<file path="src/design/fdaa_pkg.sv">
// ----------------------------------------------------------------------------
// fdaa_pkg
// Shared widths, codes and the queue word type for the focus distance block.
// ----------------------------------------------------------------------------
`default_nettype none

package fdaa_pkg;

  localparam int COORD_W   = 32;
  localparam int CMD_W     = 2;
  localparam int CFG_IDX_W = 2;
  localparam int DIFF_W    = COORD_W + 1;
  localparam int PROD_W    = 2 * DIFF_W;
  localparam int CROSS_W   = PROD_W - 1;
  localparam int LO_W      = DIFF_W;
  localparam int HI_W      = CROSS_W - LO_W;
  localparam int SQ_W      = 2 * CROSS_W;
  localparam int NUM_W     = SQ_W + 2;
  localparam int DEN_W     = PROD_W;
  localparam int QUO_W     = 2 * COORD_W;
  localparam int ROOT_W    = COORD_W;
  localparam int REM_W     = ROOT_W + 2;
  localparam int QUEUE_DEPTH = 2;
  localparam int QPTR_W    = $clog2(QUEUE_DEPTH);
  localparam int QCNT_W    = $clog2(QUEUE_DEPTH + 1);

  typedef enum logic [CMD_W-1:0] {
    CMD_CYLINDER = 2'd0,
    CMD_CONE     = 2'd1,
    CMD_OTHER    = 2'd2
  } cmd_e;

  typedef enum logic [CFG_IDX_W-1:0] {
    REG_FOCUS_X = 2'd0,
    REG_FOCUS_Y = 2'd1,
    REG_FOCUS_Z = 2'd2
  } cfg_idx_e;

  typedef logic signed [DIFF_W-1:0] diff_t;

  typedef struct packed {
    logic  has;
    logic  cyl;
    diff_t dx;
    diff_t dy;
    diff_t dz;
    diff_t vx;
    diff_t vy;
    diff_t vz;
  } item_t;

endpackage

`default_nettype wire

</file>
<file path="src/design/fdaa_queue.sv">
// ----------------------------------------------------------------------------
// fdaa_queue
// Short first-in first-out queue that decouples the front from the back.
// ----------------------------------------------------------------------------
`default_nettype none

module fdaa_queue import fdaa_pkg::*; (
  input  logic  clk_i,
  input  logic  rst_ni,
  input  logic  push_i,
  input  item_t data_i,
  input  logic  pop_i,
  output item_t data_o,
  output logic  full_o,
  output logic  empty_o
);

  item_t              mem_q [QUEUE_DEPTH];
  logic [QPTR_W-1:0]  wr_ptr_q, rd_ptr_q;
  logic [QCNT_W-1:0]  count_q;
  logic               do_push, do_pop;

  assign full_o  = (count_q == QCNT_W'(QUEUE_DEPTH));
  assign empty_o = (count_q == '0);
  assign do_push = push_i && !full_o;
  assign do_pop  = pop_i && !empty_o;
  assign data_o  = mem_q[rd_ptr_q];

  always_ff @(posedge clk_i) begin
    if (do_push) begin
      mem_q[wr_ptr_q] <= data_i;
    end
  end

  always_ff @(posedge clk_i or negedge rst_ni) begin
    if (!rst_ni) begin
      wr_ptr_q <= '0;
      rd_ptr_q <= '0;
      count_q  <= '0;
    end else begin
      if (do_push) begin
        wr_ptr_q <= wr_ptr_q + 1'b1;
      end
      if (do_pop) begin
        rd_ptr_q <= rd_ptr_q + 1'b1;
      end
      if (do_push && !do_pop) begin
        count_q <= count_q + 1'b1;
      end else if (do_pop && !do_push) begin
        count_q <= count_q - 1'b1;
      end
    end
  end

endmodule

`default_nettype wire

</file>
<file path="config.mk">
export PLATFORM = sky130hd
export DESIGN_NAME = fdaa_queue
export DESIGN_NICKNAME = d
export VERILOG_FILES = /design/src/design/fdaa_pkg.sv /design/src/design/fdaa_queue.sv
export SDC_FILE = /design/constraint.sdc
export NUM_CORES = 1
export LEC_CHECK = 0
export ABC_AREA = 0
export ABC_CLOCK_PERIOD_IN_PS = 8950
export BUFFER_PORTS_ARGS = -buffer_cell sky130_fd_sc_hd__buf_2
export CAP_MARGIN = 20
export CORE_MARGIN = 2
export CORE_UTILIZATION = 45
export DETAILED_ROUTE_END_ITERATION = 10
export PLACE_DENSITY = 0.73
export RECOVER_POWER = 25
export SYNTH_ARGS = -nofsm -noshare
export SYNTH_HDL_FRONTEND = slang
export SYNTH_SLANG_ARGS = --single-unit
</file>
<file path="constraint.sdc">
create_clock -name clk_i -period 8.95 [get_ports clk_i]
set_clock_uncertainty 0.1 [all_clocks]
set_input_delay 0.895 -clock clk_i [delete_from_list [all_inputs] [get_ports clk_i]]
set_output_delay 0.895 -clock clk_i [all_outputs]
set_load 0.01 [all_outputs]
</file>
==> After elaboration in Yosys (flattened, before gate mapping) <==
Memories as Yosys holds them, arrays and structs flattened.
Cells that the tools add are included.
{ "totals": {"register_bits": 4, "mem_bits_rw": 400, "input_bits": 204, "out_inout_bits": 202, "mem_count": 1} }
{ "memory_table": {"columns": ["memory", "depth", "width", "read_ports", "rd_clocked_by_memory_dff", "wr", "line", "rtl"], "rows": [
  ["mem_q", 2, 200, 1, 0, 1, "fdaa_queue.sv:18", "item_t mem_q [QUEUE_DEPTH];"]
]} }
{ "classes": {"n_addsub": 4, "n_eq_ne": 1, "mux": 4, "reduce_logical": 10} }
{ "op_table": {"columns": ["op", "count"], "rows": [
  ["logical AND 1 bit", 4],
  ["logical NOT 1 bit", 4],
  ["two-way mux 2 bit", 2],
  ["adder 1 bit (second input constant)", 2],
  ["adder 2 x 1 -> 2 bit (second input constant)", 1],
  ["== test 2 bit (second input constant)", 1],
  ["logical NOT 2 bit", 1],
  ["two-way mux 1 bit", 2],
  ["nonzero test 2 bit", 1],
  ["subtractor 2 x 1 -> 2 bit (second input constant)", 1]
]} }

==> Depth between registers and ports, before layout <==
Gate-level depths: netlist of the first run.
{ "logic_depth": {"word_depth": 7, "ltp_mapped": 7} }

==> Worst setup path before layout of the first run <==
No wires, ideal clock.
{ "synth_path": {"kind": "in2reg", "startpoint": "input push_i", "endpoint": "memory mem_q[0][0] (netlist name), enable pin", "t_arrival_ns": 9.276, "path_slack_ns": -1.189, "stages": 2, "cell_sequence": "nand2_1 -> nor2_1"} }
{ "synth_between": {"elab_chain_cells": 3} }
{ "synth_lines": {"columns": ["element", "line", "rtl"], "rows": [
  ["from (decl)", "fdaa_queue.sv:10", "input logic push_i,"],
  ["logical AND 1 bit", "fdaa_queue.sv:25", "assign do_push = push_i && !full_o;"],
  ["two-way mux 1 bit", "fdaa_queue.sv:30", "if (do_push) begin"],
  ["two-way mux 1 bit (implied by the code)", "fdaa_queue.sv:31", "mem_q[wr_ptr_q] <= data_i;"],
  ["to (decl)", "fdaa_queue.sv:18", null]
]} }
Every way passes these cells.

==> out/results.ini, run 1 <==
[outcome]
outcome = complete, no violations

[cts]
numCtsBuffers = 41
ctsHoldBuffers = 0
cts.sinks = 404
clockBufferDepth = 3
clkTransAtPathRegs_ns = 0.06
h-tree-depth = 2
clock_latency_ns = 0.52
post_cts_buffers = 0
post_cts_resized = 0
cts_tree = yes
cts_root_buffer = clkbuf_16

[worst_setup_path]
rr_startpoint = count_q[0]
slowest_stage = dfrtp_4
cp_top_family = flip-flops
slowest_delay_ns = 1.12
critical_path_buf_inv_count = 2
r2r-end = mem_q[0][23]
end_kind = output pin
reg2reg_depth = 5
worstSetupStartpointType = flip-flop
cp.arrival_ns = 3.19
criticalPathCategory = reg -> out
cp.required_ns = 7.96
cp_max_fo = 77
crit_chain = buf_4, mux2_2, buf_2
rrSetupSlack_ns = 6.00

[synth]
synthCells = 641
synth.distinct_cells = 14
syn_avg_cell_area_sq_um = 22.9
synth_seq_area_share_pct = 82.4
netlist_area_sq_mm = 0.0147
ys.warnings.count = 0
ys_ff_latch = 404
synth_nets = 846

[sta]
slew_headroom_pct = 27.2
rsz0062_at_grt = false
final.setup.worst_slack_ns = 4.77
finalSetupViolations = 0
final.period_utilization_pct = 46.7
maxSlewViolCount = 0
hold_viol = 0
worst_pin_slew_ns = 1.09
min_period_ns = 4.18
fin_setup_tns_ns = 0
clock.fmax_mhz = 239

[cells_and_area]
n_antenna_cell = 0
syn2layout_area_growth_pct = 24.7
fin_nets = 1279
drive_above_1_share_pct = 58.3
layout_common_cells = 400 x edfxtp_1, 378 x buf_2, 200 x mux2_2
final_common_cell = edfxtp_1

[placed_design]
place_ws_ns = 5.23
io_buffers = 405
dp_hpwl_um = 19200
gp_congestion = 0.782

[power_and_ir_drop]
irDropWorstVdd_v = 0.000249
power.density_mw_per_mm2 = 327
p_leak_nw = 6.77
p_total_mw = 5.99

[route]
drc = 0
vias = 7486
drt_iter0_drc = 377
via_per_inst = 4.85
detail_route.wl_per_cell_um = 18.6
drt_pass1_iterations = 4
wl_um = 28800
ant_nets = 0

[floorplanning]
io_pins = 406
coreArea_sq_mm = 0.0324
initial_utilization_pct = 45.4
die-area_sq_mm = 0.0341
die_w_um = 185
rows = 66
die_h_um = 185

[global_route]
grt_pass1_wl_um = 41400
grt_max_degree = 78
gr-usage-all-layers_pct = 16.1
antenna_found_initial = 5
grt_overflow = 0
grt_pass1_vias = 7581

[worst_hold_path]
hold_class = in -> async

[job]
cap_violations = 0

-- how the worst max path moves through the flow --
stage / start / endpoint / slack [ns] / depth (start not counted)
after floorplan: push_i / mem_q[0][0] / 2.20 / 2
after global placement: rd_ptr_q / data_o[71] / 5.24 / 3
after detailed placement: rd_ptr_q / data_o[50] / 5.23 / 3
after CTS: rd_ptr_q / data_o[50] / 4.65 / 3
after global routing: rd_ptr_q / data_o[50] / 4.56 / 3
final: rd_ptr_q / data_o[57] / 4.77 / 3
-- synth_stat cells (all sizes together) --
library cell,count,area [sq um]
and3,1,6.26
nor2,3,11.3
inv,2,7.51
edfxtp,400,12000
mux2,200,2250
ha,1,12.5
xnor2,3,26.3
nand2,1,3.75
buf,22,241
nand2b,1,6.26
dfrtp,4,100
xor2,2,17.5
o21ai,1,5.00
-- report_power, final --
group          switching, mW  internal (mW)  total (mW)
registers              0.157           2.59        2.75
logic                  0.905          0.755        1.66
clock network          0.659          0.924        1.58
-- stage by stage --
stage	utilization, %	hold slack, ns	cells	area, sq um
after floorplan	-	0.379	641	14700
after global routing	56.6	0.0711	1545	18300
after CTS	56.7	0.0350	1545	18400
after global placement	52.9	0.400	1473	17100
after detailed placement	52.9	0.408	1473	17100
final	56.6	0.0878	1545	18300
-- per-layer routing --
layer / vias up / GRT usage, % / part of all wire (%) / wire length, um
met1: 3628 / 17.6 / 36 / 10400
met5: - / 0 / 0.23 / 65
met3: 64 / 7.88 / 12 / 3550
li1: 3439 / - / - / -
met4: 10 / 6.73 / 2.8 / 806
met2: 345 / 26.9 / 48 / 13900
-- final cells by class --
cell class              count  area, sq um
multi-input cells         213         2350
fillers                  2484        14000
clock buffers              45         1040
flip-flops and latches    404        12100
repair buffers            412         2050
inverters                   2         7.51
clock inverters            27          211
well taps                 442          553
-- cells by family after synthesis --
logic type,count (synthesis),share of synthesized area (%)
muxes,200,15.3
DFF,404,82.4
adders and majority gates,1,0.0851
AOI/OAI and AO/OA,1,0.0340
buffers and inverters,24,1.69
xor gates and xnor gates,5,0.298
and+or+nand+nor,6,0.187
-- sequential cells by signal (all words and copies together), names as in the netlist --
name / count
rd_ptr_q: 1
wr_ptr_q: 1
mem_q: 400
count_q: 2
Note: power is estimated with default switching activity, not from simulation.
==> run 2: changes to the inputs <==
ABC_CLOCK_PERIOD_IN_PS = 3710   (was 8950)
clock period = 3.71 ns   (was 8.95 ns; I/O delays follow)
==> run 2 against run 1 <==
Power rose by 150%. Sequential share of layout area fell by 6.8 points. Critical path depth did not move. Global-route usage rose by 2.6 points. Clock power rose by 140%. Critical endpoint is now data_o[18]. Largest cell class unchanged.
==> out/results.ini, run 2 (same netlist as run 1, synthesis figures left out) <==
[outcome]
outcome = complete, no violations

[cells_and_area]
drive_above_1_share_pct = 45.9
syn2layout_area_growth_pct = 39.0
fin_nets = 1490
largest_register_ffs = 400
fin_area_sq_mm = 0.0204
final_cell_count_no_fill = 1759
regMostFlops = mem_q
final_common_cell = edfxtp_1
layout_common_cells = 400 x edfxtp_1, 330 x buf_2, 201 x dlygate4sd3_1
top_regs = mem_q: 400 flops, count_q: 2 flops
fill_cells = 2241

[floorplanning]
coreArea_sq_mm = 0.0324
die_h_um = 185
io_pins = 406
initial_utilization_pct = 45.4
rows = 66
die-area_sq_mm = 0.0341
die_w_um = 185

[sta]
clock.fmax_mhz = 332
finalSetupViolations = 0
slew_headroom_pct = 39.8
min_period_ns = 3.01
rsz0062_at_grt = false
worst_pin_slew_ns = 0.903
hold_viol = 0
final.setup.worst_slack_ns = 0.701
final.period_utilization_pct = 81.1
maxSlewViolCount = 0

[global_route]
antenna_found_initial = 3
grt_overflow = 0
grt_pass1_vias = 8993
grt_max_degree = 76
gr-usage-all-layers_pct = 18.7
grt_pass1_wl_um = 48800

[cts]
h-tree-depth = 2
post_cts_buffers = 0
numCtsBuffers = 41
clockBufferDepth = 3
cts_root_buffer = clkbuf_16
cts_tree = yes
clkTransAtPathRegs_ns = 0.06
cts.sinks = 404
clock_latency_ns = 0.51
post_cts_resized = 0

[worst_setup_path]
cp_max_fo = 56
reg2reg_depth = 4
r2r-end = mem_q[0][71]
criticalPathCategory = reg -> out
worstSetupStartpointType = flip-flop
end_kind = output pin
crit_path_end = data_o[18]
rrSetupSlack_ns = 1.50
rr_startpoint = count_q[0]
cp.arrival_ns = 2.54
cp-startpoint = rd_ptr_q
cp.required_ns = 3.24

[placed_design]
placedCellCount = 1483
gp_congestion = 0.771
io_buffers = 405
placed_area_sq_mm = 0.0173
place_ws_ns = 1.23
dp_hpwl_um = 19700

[route]
vias = 8427
drt_pass1_iterations = 4
wl_um = 33600
drt_iter0_drc = 442
detail_route.wl_per_cell_um = 19.1
ant_nets = 0
via_per_inst = 4.79
drc = 0

[power_and_ir_drop]
irDropWorstVdd_v = 0.000555
p_leak_nw = 7.54
power.density_mw_per_mm2 = 728

[job]
cap_violations = 0

[worst_hold_path]
hold_class = in -> reg

-- run 2: cell count changes in the layout (fill, tap and decap cells not counted), moves of 2 or more --
| cell | delta |
|---|---|
| clkinv_1 | -4 |
| dlygate4sd3_1 | +201 |
| buf_4 | +2 |
| clkbuf_1 | +55 |
| buf_2 | -48 |
| buf_12 | +8 |
| diode_2 | +3 |
-- run 2: layout make-up --
class / instances / area [sq um] / area share, %
Sequential cell: 404 / 12100 / 59.3
Tap cell: 442 / 553 / 2.71
Multi-Input combinational cell: 213 / 2370 / 11.6
Inverter: 2 / 7.51 / 0.0367
Antenna cell: 3 / 7.51 / 0.0367
Clock buffer: 53 / 1070 / 5.24
Timing Repair Buffer: 623 / 4170 / 20.4
Clock inverter: 19 / 136 / 0.667
-- run 2: routing by layer --
| layer | global-route usage (%) | vias to the layer above | part of all wire [%] | wire, um |
|---|---|---|---|---|
| met5 | 0 | - | 0 | 0 |
| met4 | 6.03 | 0 | 2.4 | 818 |
| met3 | 6.50 | 56 | 9.3 | 3120 |
| met2 | 34.4 | 389 | 52 | 17600 |
| met1 | 20.1 | 4120 | 36 | 12100 |
| li1 | - | 3862 | - | - |
-- run 2: power breakdown --
group	switching, mW	total [mW]	internal (mW)	leakage, nW
registers	0.379	6.61	6.23	3.76
logic	2.39	4.50	2.11	3.19
clock network	1.60	3.76	2.17	0.589
-- run 2: metrics by stage --
step                util, %  power, mW  hold slack (ns)  setup TNS [ns]
floorplan                 -       9.42          -0.0246          -77.04
global placement       53.4       10.9           0.0810               0
detailed placement     53.4       11.0           0.0862               0
CTS                    63.4       14.9           0.0481               0
global route           63.1       15.5           0.0612               0
finish                 63.1       14.9           0.0731               0
-- run 2: worst min-delay path by stage --
stage	from	end	slack, ns	cells after the start
global placement	rst_ni	wr_ptr_q	0.08	1
global route	push_i	wr_ptr_q	0.06	3
detailed placement	rst_ni	wr_ptr_q	0.09	1
CTS	push_i	wr_ptr_q	0.05	3
floorplan	rst_ni	count_q[0]	-0.02	0
finish	push_i	wr_ptr_q	0.07	3
-- run 2: critical path: stages (launching register included) --
cell     delay [ns]
dfrtp_4        1.01
buf_4          0.42
mux2_2         0.39
buf_2          0.14
-- run 2: repair_timing --
| action | CTS | global route |
|---|---|---|
| hold buffers | 201 | 0 |
| setup endpoints to repair | 0 | 0 |
| hold endpoints to repair | 404 | 0 |
