$ cat config.mk
export PLATFORM = sky130hd
export DESIGN_NAME = fdaa_front
export DESIGN_NICKNAME = d
export VERILOG_FILES = /design/src/design/fdaa_pkg.sv /design/src/design/fdaa_front.sv
export SDC_FILE = /design/constraint.sdc
export NUM_CORES = 1
export LEC_CHECK = 0
export BUFFER_PORTS_ARGS = -buffer_cell sky130_fd_sc_hd__buf_2
export CAP_MARGIN = 5
export CORE_MARGIN = 8
export CORE_UTILIZATION = 45
export CTS_BUF_LIST = sky130_fd_sc_hd__clkbuf_4
export DETAILED_ROUTE_END_ITERATION = 7
export PLACE_DENSITY = 0.73
export SYNTH_ARGS = -nofsm -noshare
export SYNTH_HDL_FRONTEND = slang
export SYNTH_SLANG_ARGS = --single-unit
$ cat constraint.sdc
create_clock -name clk_i -period 6.6 [get_ports clk_i]
set_input_delay 1.32 -clock clk_i [delete_from_list [all_inputs] [get_ports clk_i]]
set_output_delay 1.32 -clock clk_i [all_outputs]
set_load 0.01 [all_outputs]
$ cat src/design/fdaa_pkg.sv
// ----------------------------------------------------------------------------
// fdaa_pkg
// Shared widths, codes and the queue word type for the focus distance block.
// ----------------------------------------------------------------------------
`default_nettype none

package fdaa_pkg;

  localparam int COORD_W   = 32;
  localparam int CMD_W     = 2;
  localparam int CFG_IDX_W = 2;
  localparam int DIFF_W    = COORD_W + 1;
  localparam int PROD_W    = 2 * DIFF_W;
  localparam int CROSS_W   = PROD_W - 1;
  localparam int LO_W      = DIFF_W;
  localparam int HI_W      = CROSS_W - LO_W;
  localparam int SQ_W      = 2 * CROSS_W;
  localparam int NUM_W     = SQ_W + 2;
  localparam int DEN_W     = PROD_W;
  localparam int QUO_W     = 2 * COORD_W;
  localparam int ROOT_W    = COORD_W;
  localparam int REM_W     = ROOT_W + 2;
  localparam int QUEUE_DEPTH = 2;
  localparam int QPTR_W    = $clog2(QUEUE_DEPTH);
  localparam int QCNT_W    = $clog2(QUEUE_DEPTH + 1);

  typedef enum logic [CMD_W-1:0] {
    CMD_CYLINDER = 2'd0,
    CMD_CONE     = 2'd1,
    CMD_OTHER    = 2'd2
  } cmd_e;

  typedef enum logic [CFG_IDX_W-1:0] {
    REG_FOCUS_X = 2'd0,
    REG_FOCUS_Y = 2'd1,
    REG_FOCUS_Z = 2'd2
  } cfg_idx_e;

  typedef logic signed [DIFF_W-1:0] diff_t;

  typedef struct packed {
    logic  has;
    logic  cyl;
    diff_t dx;
    diff_t dy;
    diff_t dz;
    diff_t vx;
    diff_t vy;
    diff_t vz;
  } item_t;

endpackage

`default_nettype wire

$ cat src/design/fdaa_front.sv
// ----------------------------------------------------------------------------
// fdaa_front
// Holds the focus registers, classifies each command and forms the offset
// vectors from the first point to the focus and to the second point.
// ----------------------------------------------------------------------------
`default_nettype none

module fdaa_front import fdaa_pkg::*; (
  input  logic                       clk_i,
  input  logic                       rst_ni,
  input  logic                       cfg_we_i,
  input  logic [CFG_IDX_W-1:0]       cfg_index_i,
  input  logic signed [COORD_W-1:0]  cfg_data_i,
  input  logic [CMD_W-1:0]           cmd_i,
  input  logic signed [COORD_W-1:0]  ax_i,
  input  logic signed [COORD_W-1:0]  ay_i,
  input  logic signed [COORD_W-1:0]  az_i,
  input  logic signed [COORD_W-1:0]  bx_i,
  input  logic signed [COORD_W-1:0]  by_i,
  input  logic signed [COORD_W-1:0]  bz_i,
  output item_t                      item_o
);

  logic signed [COORD_W-1:0] fx_q, fy_q, fz_q;

  always_ff @(posedge clk_i or negedge rst_ni) begin
    if (!rst_ni) begin
      fx_q <= '0;
      fy_q <= '0;
      fz_q <= '0;
    end else if (cfg_we_i) begin
      unique case (cfg_index_i)
        REG_FOCUS_X: fx_q <= cfg_data_i;
        REG_FOCUS_Y: fy_q <= cfg_data_i;
        REG_FOCUS_Z: fz_q <= cfg_data_i;
        default: ;
      endcase
    end
  end

  always_comb begin
    item_o.has = (cmd_i == CMD_CYLINDER) || (cmd_i == CMD_CONE);
    item_o.cyl = (cmd_i == CMD_CYLINDER);
    item_o.dx  = diff_t'(fx_q) - diff_t'(ax_i);
    item_o.dy  = diff_t'(fy_q) - diff_t'(ay_i);
    item_o.dz  = diff_t'(fz_q) - diff_t'(az_i);
    item_o.vx  = diff_t'(bx_i) - diff_t'(ax_i);
    item_o.vy  = diff_t'(by_i) - diff_t'(ay_i);
    item_o.vz  = diff_t'(bz_i) - diff_t'(az_i);
  end

endmodule

`default_nettype wire

# ---- After elaboration in Yosys (flattened, before gate mapping)
# Cells that the tools add are included.
dict set report totals {
  register_bits 96
  inputBits 231
  out_inout_bits 200
  elab_cells 18
}
dict set report classes {
  addsub 6
  n_eq_ne 3
  n_reduce_logical 6
}
# cell n
set op_table {}
lappend op_table {{subtractor 32 x 32 -> 33 bit} 6}
lappend op_table {{AND reduction 2 bit} 3}
lappend op_table {{equality test 2 x 1 -> 1 bit, second input constant} 2}
lappend op_table {{logical NOT 2 bit} 2}
lappend op_table {{equality test 2 bit, second input constant} 1}
lappend op_table {{logical OR 1 bit} 1}

# ---- Depth between registers and ports, before layout
# Gate-level depths: netlist (run 1).
dict set report depth {
  ltp_word 2
  ltp_mapped 12
  mapped_depth_nobuf 12
}

# ---- Worst setup path after synthesis (run 1)
# Ideal clock, no wire load.
dict set report synth_timing {
  path_kind {input to output}
  start {input port ax_i[2]}
  end {output port item_o[195] in the netlist's numbering}
  arrival_time_ns 3.843
  t_required_ns 5.280
  slack_ns 1.437
  stages 11
  n_path_buf 0
  cell_sequence {inv_1 > ha_1 > nor2b_4 > o31a_1 > o2111ai_2 > a21oi_2 > o211a_1 > o31a_1 > o41a_1 > and4b_1 > or3_1}
}
# item line
set synth_rtl {}
lappend synth_rtl {{start: declaration} fdaa_front.sv:15} ;# input logic signed [COORD_W-1:0] ax_i,
lappend synth_rtl {{end: declaration} fdaa_front.sv:21} ;# output item_t item_o

==> metrics.cfg, run 1 <==
[sta]
tightest_slew_ns=0.854
layout_worst_path_cycle_share_pct=86.9
clock_skew_ns=0
setup_ws_ns=0.867
setup_violations=0
grt_setup_unrepaired=false
finalMaxSlewViolations=0
relSlewSlack_pct=41.6
final_hold_viol_count=0
fmax_mhz=174
fin_tns_setup_ns=0
min_period_ns=5.73

[worst_hold_path]
hold_class=flop to flop
holdPathEnd=fy_q[0]
hold_start=fy_q[0]
holdPathStages=1

[power]
p_leak_nw=8.53
p_per_area_nw_per_um2=230
max-vdd-ir-drop_mv=0.124

[critical_path]
crit_start=ay_i[2]
r2r_slack_ns=5.75
max_stage_delay_ns=0.57
critPathLaunchType=primary input
crit_arrival_ns=4.41
path_depth=13
r2r_end=fx_q[17]
slowest_stage=nor4b_1
cp_top_family=compound AO/OA/AOI/OAI gates
end_kind=output port
cp_max_fo=4
cpMostUsedCell=buf_2
path_class=primary input to output port
r2r_cells=1
r2r_start=fx_q[17]
cp_num_buf_inv=3
critical_path_required_ns=5.28
crit_path_cell_trace=buf_2 > inv_1 > ha_1 > nor2b_1 > o21a_1 > o21ai_0 > a211oi_1 > nor4b_1 > o22ai_1 > a211o_1 > a21oi_1 > xnor2_1 > buf_2

[logic_synthesis]
synth_cells=1674
syn_avg_cell_area_sq_um=8.09
ys_ff_latch=96
syn_nets=2103
async_flop_share_pct=100
synth_ff_type=dfrtp_1
syn_area_sq_um=13500
synth.distinct_cells=67
synth_edf_count=0
seq_area_frac_synth_pct=17.7
synth_warnings=0

[placement]
place.gp.congestion=0.951
detailedPlace.worstSlack_ns=0.906
dpl.cell_count=2468
port_buffers=430
dp_hpwl_um=40900

[clock_network]
cts_tree=done
h-tree-depth=3
clkTransAtPathRegs_ns=0.17
postCtsSetupBuffers=0
cts_root_buf=clkbuf_4
clk_latency_ns=0.48
cts_resized=0
clock_sinks=96
cts_hold_buffers=0
numCtsBuffers=9
ctsLongestPathBuffers=2

[layout]
n_fill_cell=2835
drive_gt1_share_pct=26.9
final_common_cell=buf_2
syn_to_final_growth_pct=20.0
final_nets=2518
final_cells=2493
final_cell_mix=429 x buf_2, 192 x ha_1, 157 x inv_1, 133 x a21oi_1, 122 x nor2_1

[route]
drc=0
first_iter_violations=718
routed_wl_um=47300
via_per_inst=5.65
vias=14100
wl_per_cell_um=19.0
ant_nets=0
dr.pass1.iters=5

[outcome]
status=complete, no violations

[die]
die_x_um=190
ios=431
core-area_sq_um=29600
start_util_pct=45.7
die-area_sq_um=35900
die_h_um=190
rows=63

[grt]
grt_pass1_vias=14100
grt_util_all_layers_pct=25.0
grt_max_degree=52
gr-total-overflow=0
grt_pass1_wl_um=73200
antenna_found_initial=10

[job]
drv_cap=0

-- report_power, final --
part | switching [mW] | internal, mW | total, mW
sequential | 0.0764 | 0.699 | 0.775
combinational | 1.51 | 1.14 | 2.65
clock | 0.224 | 0.0827 | 0.306
-- registers in the layout, summed over array words and instances, names as in the netlist --
register,flops
fx_q,32
fy_q,32
fz_q,32
-- per-stage QoR --
step | total power, mW | util [%] | hold WS, ns | cell area [sq um]
CTS | 3.75 | 54.8 | 0.529 | 16200
finish | 3.73 | 54.8 | 0.527 | 16300
floorplan | 2.48 | - | 0.479 | 13500
global placement | 3.39 | 54.4 | 0.489 | 16100
detailed placement | 3.43 | 54.4 | 0.493 | 16100
global route | 4.04 | 54.8 | 0.545 | 16300
-- Yosys cell counts, types with 5 or more instances --
cell / count / area, sq um
nor2b_1: 24 / 150
xnor2_1: 96 / 841
o2111ai_1: 10 / 87.6
mux2_2: 95 / 1070
or2_2: 10 / 62.6
fa_1: 6 / 120
or3_1: 5 / 31.3
nand2b_1: 31 / 194
a31oi_1: 25 / 156
dfrtp_1: 96 / 2400
a211o_1: 5 / 43.8
o21a_1: 32 / 240
clkbuf_1: 26 / 97.6
a21oi_1: 133 / 666
or4_1: 5 / 37.5
nand3_1: 33 / 165
ha_1: 192 / 2400
o21bai_1: 12 / 90.1
o31ai_1: 9 / 67.6
a221oi_1: 5 / 43.8
a2111oi_0: 5 / 43.8
nand4_1: 20 / 125
inv_1: 157 / 589
o21ai_0: 89 / 445
o31a_1: 11 / 96.3
nor3b_1: 9 / 67.6
and2_1: 12 / 75.1
nand2_1: 99 / 372
a211oi_1: 18 / 135
xor2_1: 50 / 438
a21o_1: 89 / 668
and3_1: 27 / 169
nor2_1: 122 / 458
a21boi_0: 7 / 52.6
o211ai_1: 15 / 113
mux2i_1: 6 / 60.1
nand3b_1: 6 / 45.0
nor3_1: 20 / 100
-- metal layers --
layer  track usage, %  wire, um  vias up
li1                 -         -     6943
met1             30.2     19700     6602
met2             43.7     22800      461
met3             5.19      3460       72
met4             8.09      1310        6
met5                0        34        -
-- layout make-up --
type / instances / area, sq um / share of cell area [%]
flip-flops and latches: 96 / 2400 / 14.8
multi-input cells: 1390 / 10400 / 64.2
well taps: 390 / 488 / 3.00
clock inverters: 7 / 53.8 / 0.331
diodes: 9 / 22.5 / 0.139
clock buffers: 9 / 67.6 / 0.416
repair buffers: 435 / 2190 / 13.5
inverters: 157 / 589 / 3.63
-- logic make-up after synthesis --
group / synth area share, %
adder cells (fa/ha/maj): 18.6
buffers and inverters: 5.24
AND/OR/NAND/NOR: 16.1
AO/OA/AOI/OAI: 24.5
multiplexers: 8.34
flip-flops: 17.7
XOR/XNOR: 9.44
-- worst max-delay path by stage --
stage	to	slack, ns
finish	item_o[162]	0.87
global route	item_o[162]	0.61
CTS	item_o[162]	0.90
detailed placement	item_o[162]	0.91
global placement	item_o[162]	0.89
floorplan	item_o[195]	1.44
No activity file was read; power rests on OpenSTA's default activity.
==> inputs of run 2 (changes only) <==
- CORE_MARGIN: 8 -> 2
==> run 2 against run 1 <==
Compared with the run above:
- non-clock buffer count unchanged
- final cell count down 0.16%
- design area unchanged
- sequential share of layout area stayed put
- combinational power is essentially flat
- worst setup slack gained 0.011 ns
- routed wire length fell by 5.2%
- first-iteration DRC count down 20%
- critical path type unchanged
- global-route usage up 2.5 points
- hold slack improved by 0.0025 ns
- via count decreased by 0.34%
- power decreased by 0.56%
- highest routed layer is now met4
==> metrics.cfg, run 2 (synthesized netlist as in run 1, its figures left out) <==
[outcome]
status=complete, no violations  ; unchanged

[placement]
dp_hpwl_um=38600  ; was 40,900 um
place.gp.congestion=0.968  ; was 0.951
detailedPlace.worstSlack_ns=0.936  ; was 0.906 ns
placed_area_sq_um=16100  ; unchanged
dpl.cell_count=2468  ; unchanged
port_buffers=430  ; unchanged

[worst_hold_path]
hold_class=flop to flop  ; unchanged

[power]
p_leak_nw=8.54  ; was 8.53 nW
p_per_area_nw_per_um2=228  ; was 230 nW/um^2
power_mw=3.71  ; was 3.73 mW
max-vdd-ir-drop_mv=0.0962  ; was 0.124 mV

[clock_network]
h-tree-depth=3  ; unchanged
clock_sinks=96  ; unchanged
postCtsSetupBuffers=0  ; unchanged
cts_tree=done  ; unchanged
clkTransAtPathRegs_ns=0.15  ; was 0.17 ns
cts_resized=0  ; unchanged
cts_root_buf=clkbuf_4  ; unchanged
ctsLongestPathBuffers=2  ; unchanged
numCtsBuffers=9  ; unchanged
cts_hold_buffers=0  ; unchanged
clk_latency_ns=0.47  ; was 0.48 ns

[critical_path]
critPathLaunchType=primary input  ; unchanged
crit_arrival_ns=4.40  ; was 4.41 ns
path_class=primary input to output port  ; unchanged
cp_max_fo=4  ; unchanged
end_kind=output port  ; unchanged
critical_path_required_ns=5.28  ; about the same

[route]
ant_nets=0  ; unchanged
wl_per_cell_um=18.0  ; was 19.0 um
first_iter_violations=577  ; was 718
routed_wl_um=44800  ; was 47,300 um
drc=0  ; unchanged
dr.pass1.iters=7  ; was 5
via_per_inst=5.64  ; was 5.65
vias=14000  ; was 14,100

[sta]
tightest_slew_ns=0.878  ; was 0.854 ns
min_period_ns=5.72  ; was 5.73 ns
fmax_mhz=175  ; was 174 MHz
fin_tns_setup_ns=0  ; unchanged
finalMaxSlewViolations=0  ; unchanged
relSlewSlack_pct=40.6  ; was 41.6%
clock_skew_ns=0  ; unchanged
grt_setup_unrepaired=false  ; unchanged
final_hold_viol_count=0  ; unchanged
layout_worst_path_cycle_share_pct=86.7  ; was 86.9%
setup_violations=0  ; unchanged
setup_ws_ns=0.878  ; was 0.867 ns

[layout]
final_cell_mix=429 x buf_2, 192 x ha_1, 157 x inv_1, 133 x a21oi_1, 122 x nor2_1  ; unchanged
final_cells=2489  ; was 2,493
final_nets=2518  ; unchanged
reg_top3=fx_q x32, fy_q x32, fz_q x32  ; unchanged
syn_to_final_growth_pct=20.0  ; unchanged
final_area_sq_um=16300  ; unchanged
drive_gt1_share_pct=27.0  ; was 26.9%
final_common_cell=buf_2  ; unchanged

[die]
die_x_um=178  ; was 190 um
rows=63  ; unchanged
die-area_sq_um=31500  ; was 35,900 sq um
core-area_sq_um=29600  ; unchanged
start_util_pct=45.7  ; unchanged
die_h_um=178  ; was 190 um
ios=431  ; unchanged

[grt]
grt_pass1_vias=13400  ; was 14,100
grt_pass1_wl_um=68800  ; was 73,200 um
grt_util_all_layers_pct=27.5  ; was 25.0%
antenna_found_initial=4  ; was 10
grt_max_degree=52  ; unchanged
gr-total-overflow=0  ; unchanged

[job]
drv_cap=0  ; unchanged

## run 2: through the flow
step                      util [%]  hold WS [ns]
final                         54.8         0.529
after global routing          54.8         0.540
after CTS                     54.8         0.533
after detailed placement      54.4         0.499
after global placement        54.4         0.492
after floorplan                  -         0.479
## run 2: routing by layer
metal  GRT usage [%]  part of all wire [%]  up-vias
met2            48.4                    48      463
met1            35.1                    43     6578
met5               0                     0        -
met3            3.64                   5.9       64
li1                -                     -     6931
met4            7.79                   2.4        0
## run 2: worst paths after layout
kind	from	endpoint	slack (ns)	depth (start not counted)
setup / recovery	ay_i[2]	item_o[162]	0.88	13
hold / removal	fz_q[11]	fz_q[11]	0.53	1
setup reg to reg	fx_q[17]	fx_q[17]	5.76	1
hold reg to reg	fz_q[11]	fz_q[11]	0.53	1
max in group asynchronous	rst_ni	fy_q[6]	4.65	2
min in group asynchronous	rst_ni	fx_q[30]	0.79	1
## run 2: power breakdown
part           switching, mW  leakage, nW  internal (mW)
Combinational           1.49         7.33           1.14
Clock                  0.224       0.0754         0.0855
Sequential            0.0774         1.14          0.699
Total                   1.79         8.54           1.93
## run 2: cell type report
class | count | area, sq um
Tap cell | 390 | 488
Inverter | 157 | 589
Antenna cell | 5 | 12.5
Multi-Input combinational cell | 1390 | 10400
Timing Repair Buffer | 435 | 2190
Fill cell | 2904 | 13400
Sequential cell | 96 | 2400
Clock inverter | 7 | 63.8
Clock buffer | 9 | 67.6
## run 2: worst max-delay path, cell delays in order
cell and delay [ns]:
buf_2 0.08, inv_1 0.05, ha_1 0.34, nor2b_1 0.15, o21a_1 0.21, o21ai_0 0.32, a211oi_1 0.17, nor4b_1 0.63
o22ai_1 0.34, a211o_1 0.34, a21oi_1 0.18, xnor2_1 0.13, buf_2 0.15
==> inputs of run 3 (changes only) <==
- CELL_PAD_IN_SITES_DETAIL_PLACEMENT: not set -> 0
- CELL_PAD_IN_SITES_GLOBAL_PLACEMENT: not set -> 1
- CORE_UTILIZATION: 45 -> 42
- PLACE_DENSITY: 0.73 -> 0.91
==> run 3 against run 2 <==
Compared with the run above:
- first-iteration DRC count grew 25%
- via count is 0.48% lower
- global-route usage decreased by 1.2 points
- register-to-register slack about the same
- clock-buffer cell count did not move
- power up 0.77%
- combinational power barely moved
- final cell count up 0.76%
- routed wire length is 2.5% higher
- sequential power about the same
- sequential share of layout area about the same
- critical endpoint unchanged
- largest cell class unchanged
==> metrics.cfg, run 3 (synthesized netlist as in run 1, its figures left out) <==
[clock_network]
clkTransAtPathRegs_ns=0.15  ; about the same
cts_resized=0  ; unchanged
clock_sinks=96  ; unchanged
h-tree-depth=3  ; unchanged
clk_latency_ns=0.49  ; was 0.47 ns
numCtsBuffers=9  ; unchanged
postCtsSetupBuffers=0  ; unchanged
cts_hold_buffers=0  ; unchanged
ctsLongestPathBuffers=2  ; unchanged
cts_root_buf=clkbuf_4  ; unchanged
cts_tree=done  ; unchanged

[route]
wl_per_cell_um=18.3  ; was 18.0 um
ant_nets=0  ; unchanged
vias=14000  ; about the same
routed_wl_um=46000  ; was 44,800 um
via_per_inst=5.57  ; was 5.64
dr.pass1.iters=6  ; was 7
drc=0  ; unchanged
first_iter_violations=721  ; was 577

[layout]
final_common_cell=buf_2  ; unchanged
final_cell_mix=429 x buf_2, 192 x ha_1, 157 x inv_1, 133 x a21oi_1, 122 x nor2_1  ; unchanged
n_fill_cell=3185  ; was 2,904
multiInputGateArea_sq_um=10400  ; unchanged
final_nets=2519  ; was 2,518
reg_top3=fx_q x32, fy_q x32, fz_q x32  ; unchanged
drive_gt1_share_pct=27.0  ; about the same
seq_area_sq_um=2400  ; unchanged
syn_to_final_growth_pct=20.3  ; was 20.0%
final_area_sq_um=16300  ; about the same

[sta]
clock_skew_ns=0  ; unchanged
fmax_mhz=171  ; was 175 MHz
min_period_ns=5.83  ; was 5.72 ns
fin_tns_setup_ns=0  ; unchanged
relSlewSlack_pct=47.6  ; was 40.6%
layout_worst_path_cycle_share_pct=88.4  ; was 86.7%
finalMaxSlewViolations=0  ; unchanged
final_hold_viol_count=0  ; unchanged
grt_setup_unrepaired=false  ; unchanged
tightest_slew_ns=0.766  ; was 0.878 ns
setup_violations=0  ; unchanged

[critical_path]
cpMostUsedCell=buf_2  ; unchanged
crit_start=ay_i[2]  ; unchanged
critical_path_required_ns=5.28  ; about the same
path_class=primary input to output port  ; unchanged
path_depth=13  ; unchanged
cp_top_family=compound AO/OA/AOI/OAI gates  ; unchanged
cp_num_buf_inv=3  ; unchanged
r2r_start=fx_q[17]  ; unchanged
max_stage_delay_ns=0.70  ; was 0.63 ns
r2r_cells=1  ; unchanged
critPathLaunchType=primary input  ; unchanged
crit_arrival_ns=4.51  ; was 4.40 ns
slowest_stage=nor4b_1  ; unchanged
end_kind=output port  ; unchanged
crit_path_cell_trace=buf_2 > inv_1 > ha_1 > nor2b_1 > o21a_1 > o21ai_0 > a211oi_1 > nor4b_1 > o22ai_1 > a211o_1 > a21oi_1 > xnor2_1 > buf_2  ; unchanged
cp_max_fo=4  ; unchanged

[grt]
gr-total-overflow=0  ; unchanged
grt_pass1_vias=13400  ; about the same
grt_util_all_layers_pct=26.3  ; was 27.5%
antenna_found_initial=11  ; was 4
grt_pass1_wl_um=69900  ; was 68,800 um
grt_max_degree=50  ; was 52

[die]
core-area_sq_um=31600  ; was 29,600 sq um
start_util_pct=42.8  ; was 45.7%
die-area_sq_um=33700  ; was 31,500 sq um
rows=65  ; was 63
ios=431  ; unchanged
die_x_um=184  ; was 178 um
die_h_um=184  ; was 178 um

[worst_hold_path]
hold_class=flop to flop  ; unchanged
hold_start=fy_q[19]  ; was fz_q[11]
holdPathStages=1  ; unchanged

[job]
drv_cap=0  ; unchanged

[power]
p_leak_nw=8.54  ; about the same
p_per_area_nw_per_um2=230  ; was 228 nW/um^2
max-vdd-ir-drop_mv=0.0952  ; was 0.0962 mV

[placement]
dp_hpwl_um=39700  ; was 38,600 um
placed_area_sq_um=16100  ; about the same
port_buffers=430  ; unchanged
place.gp.congestion=0.955  ; was 0.968

[outcome]
status=complete, no violations  ; unchanged

[run 3: layout make-up]
| cell class | count | area share, % |
|---|---|---|
| Antenna cell | 11 | 0.169 |
| Clock buffer | 9 | 0.415 |
| Clock inverter | 7 | 0.407 |
| Inverter | 157 | 3.62 |
| Multi-Input combinational cell | 1390 | 64.1 |
| Sequential cell | 96 | 14.7 |
| Tap cell | 402 | 3.09 |
| Timing Repair Buffer | 436 | 13.5 |
[run 3: final timing paths]
kind	slack, ns	endpoint
max	0.77	item_o[162]
min in group asynchronous	0.81	fz_q[31]
min reg2reg	0.53	fy_q[19]
max reg2reg	5.75	fx_q[17]
max in group asynchronous	4.63	fx_q[15]
min	0.53	fy_q[19]
[run 3: per-stage QoR]
step           instances  total power [mW]  hold slack [ns]  utilization (%)  worst slack, ns
2_1_floorplan       1674              2.48            0.479                -             1.44
3_3_place_gp        2481              3.38            0.489             51.0            0.912
3_5_place_dp        2481              3.41            0.498             51.0            0.894
4_1_cts             2497              3.75            0.537             51.4            0.898
5_1_grt             2506              4.06            0.546             51.5            0.634
6_report            2508              3.74            0.533             51.5            0.766
[run 3: power by group]
| group | total, mW | switching, mW | internal [mW] |
|---|---|---|---|
| combinational | 2.65 | 1.51 | 1.14 |
| sequential | 0.775 | 0.0768 | 0.699 |
| clock | 0.316 | 0.231 | 0.0854 |
| total | 3.74 | 1.82 | 1.93 |
[run 3: per-layer routing]
layer / share of wire (%) / up-vias / global-route usage, %
met3: 7.0 / 67 / 5.15
met1: 43 / 6484 / 33.2
li1: - / 6948 / -
met5: 0.028 / - / 0
met4: 3.1 / 2 / 8.83
met2: 47 / 468 / 45.0
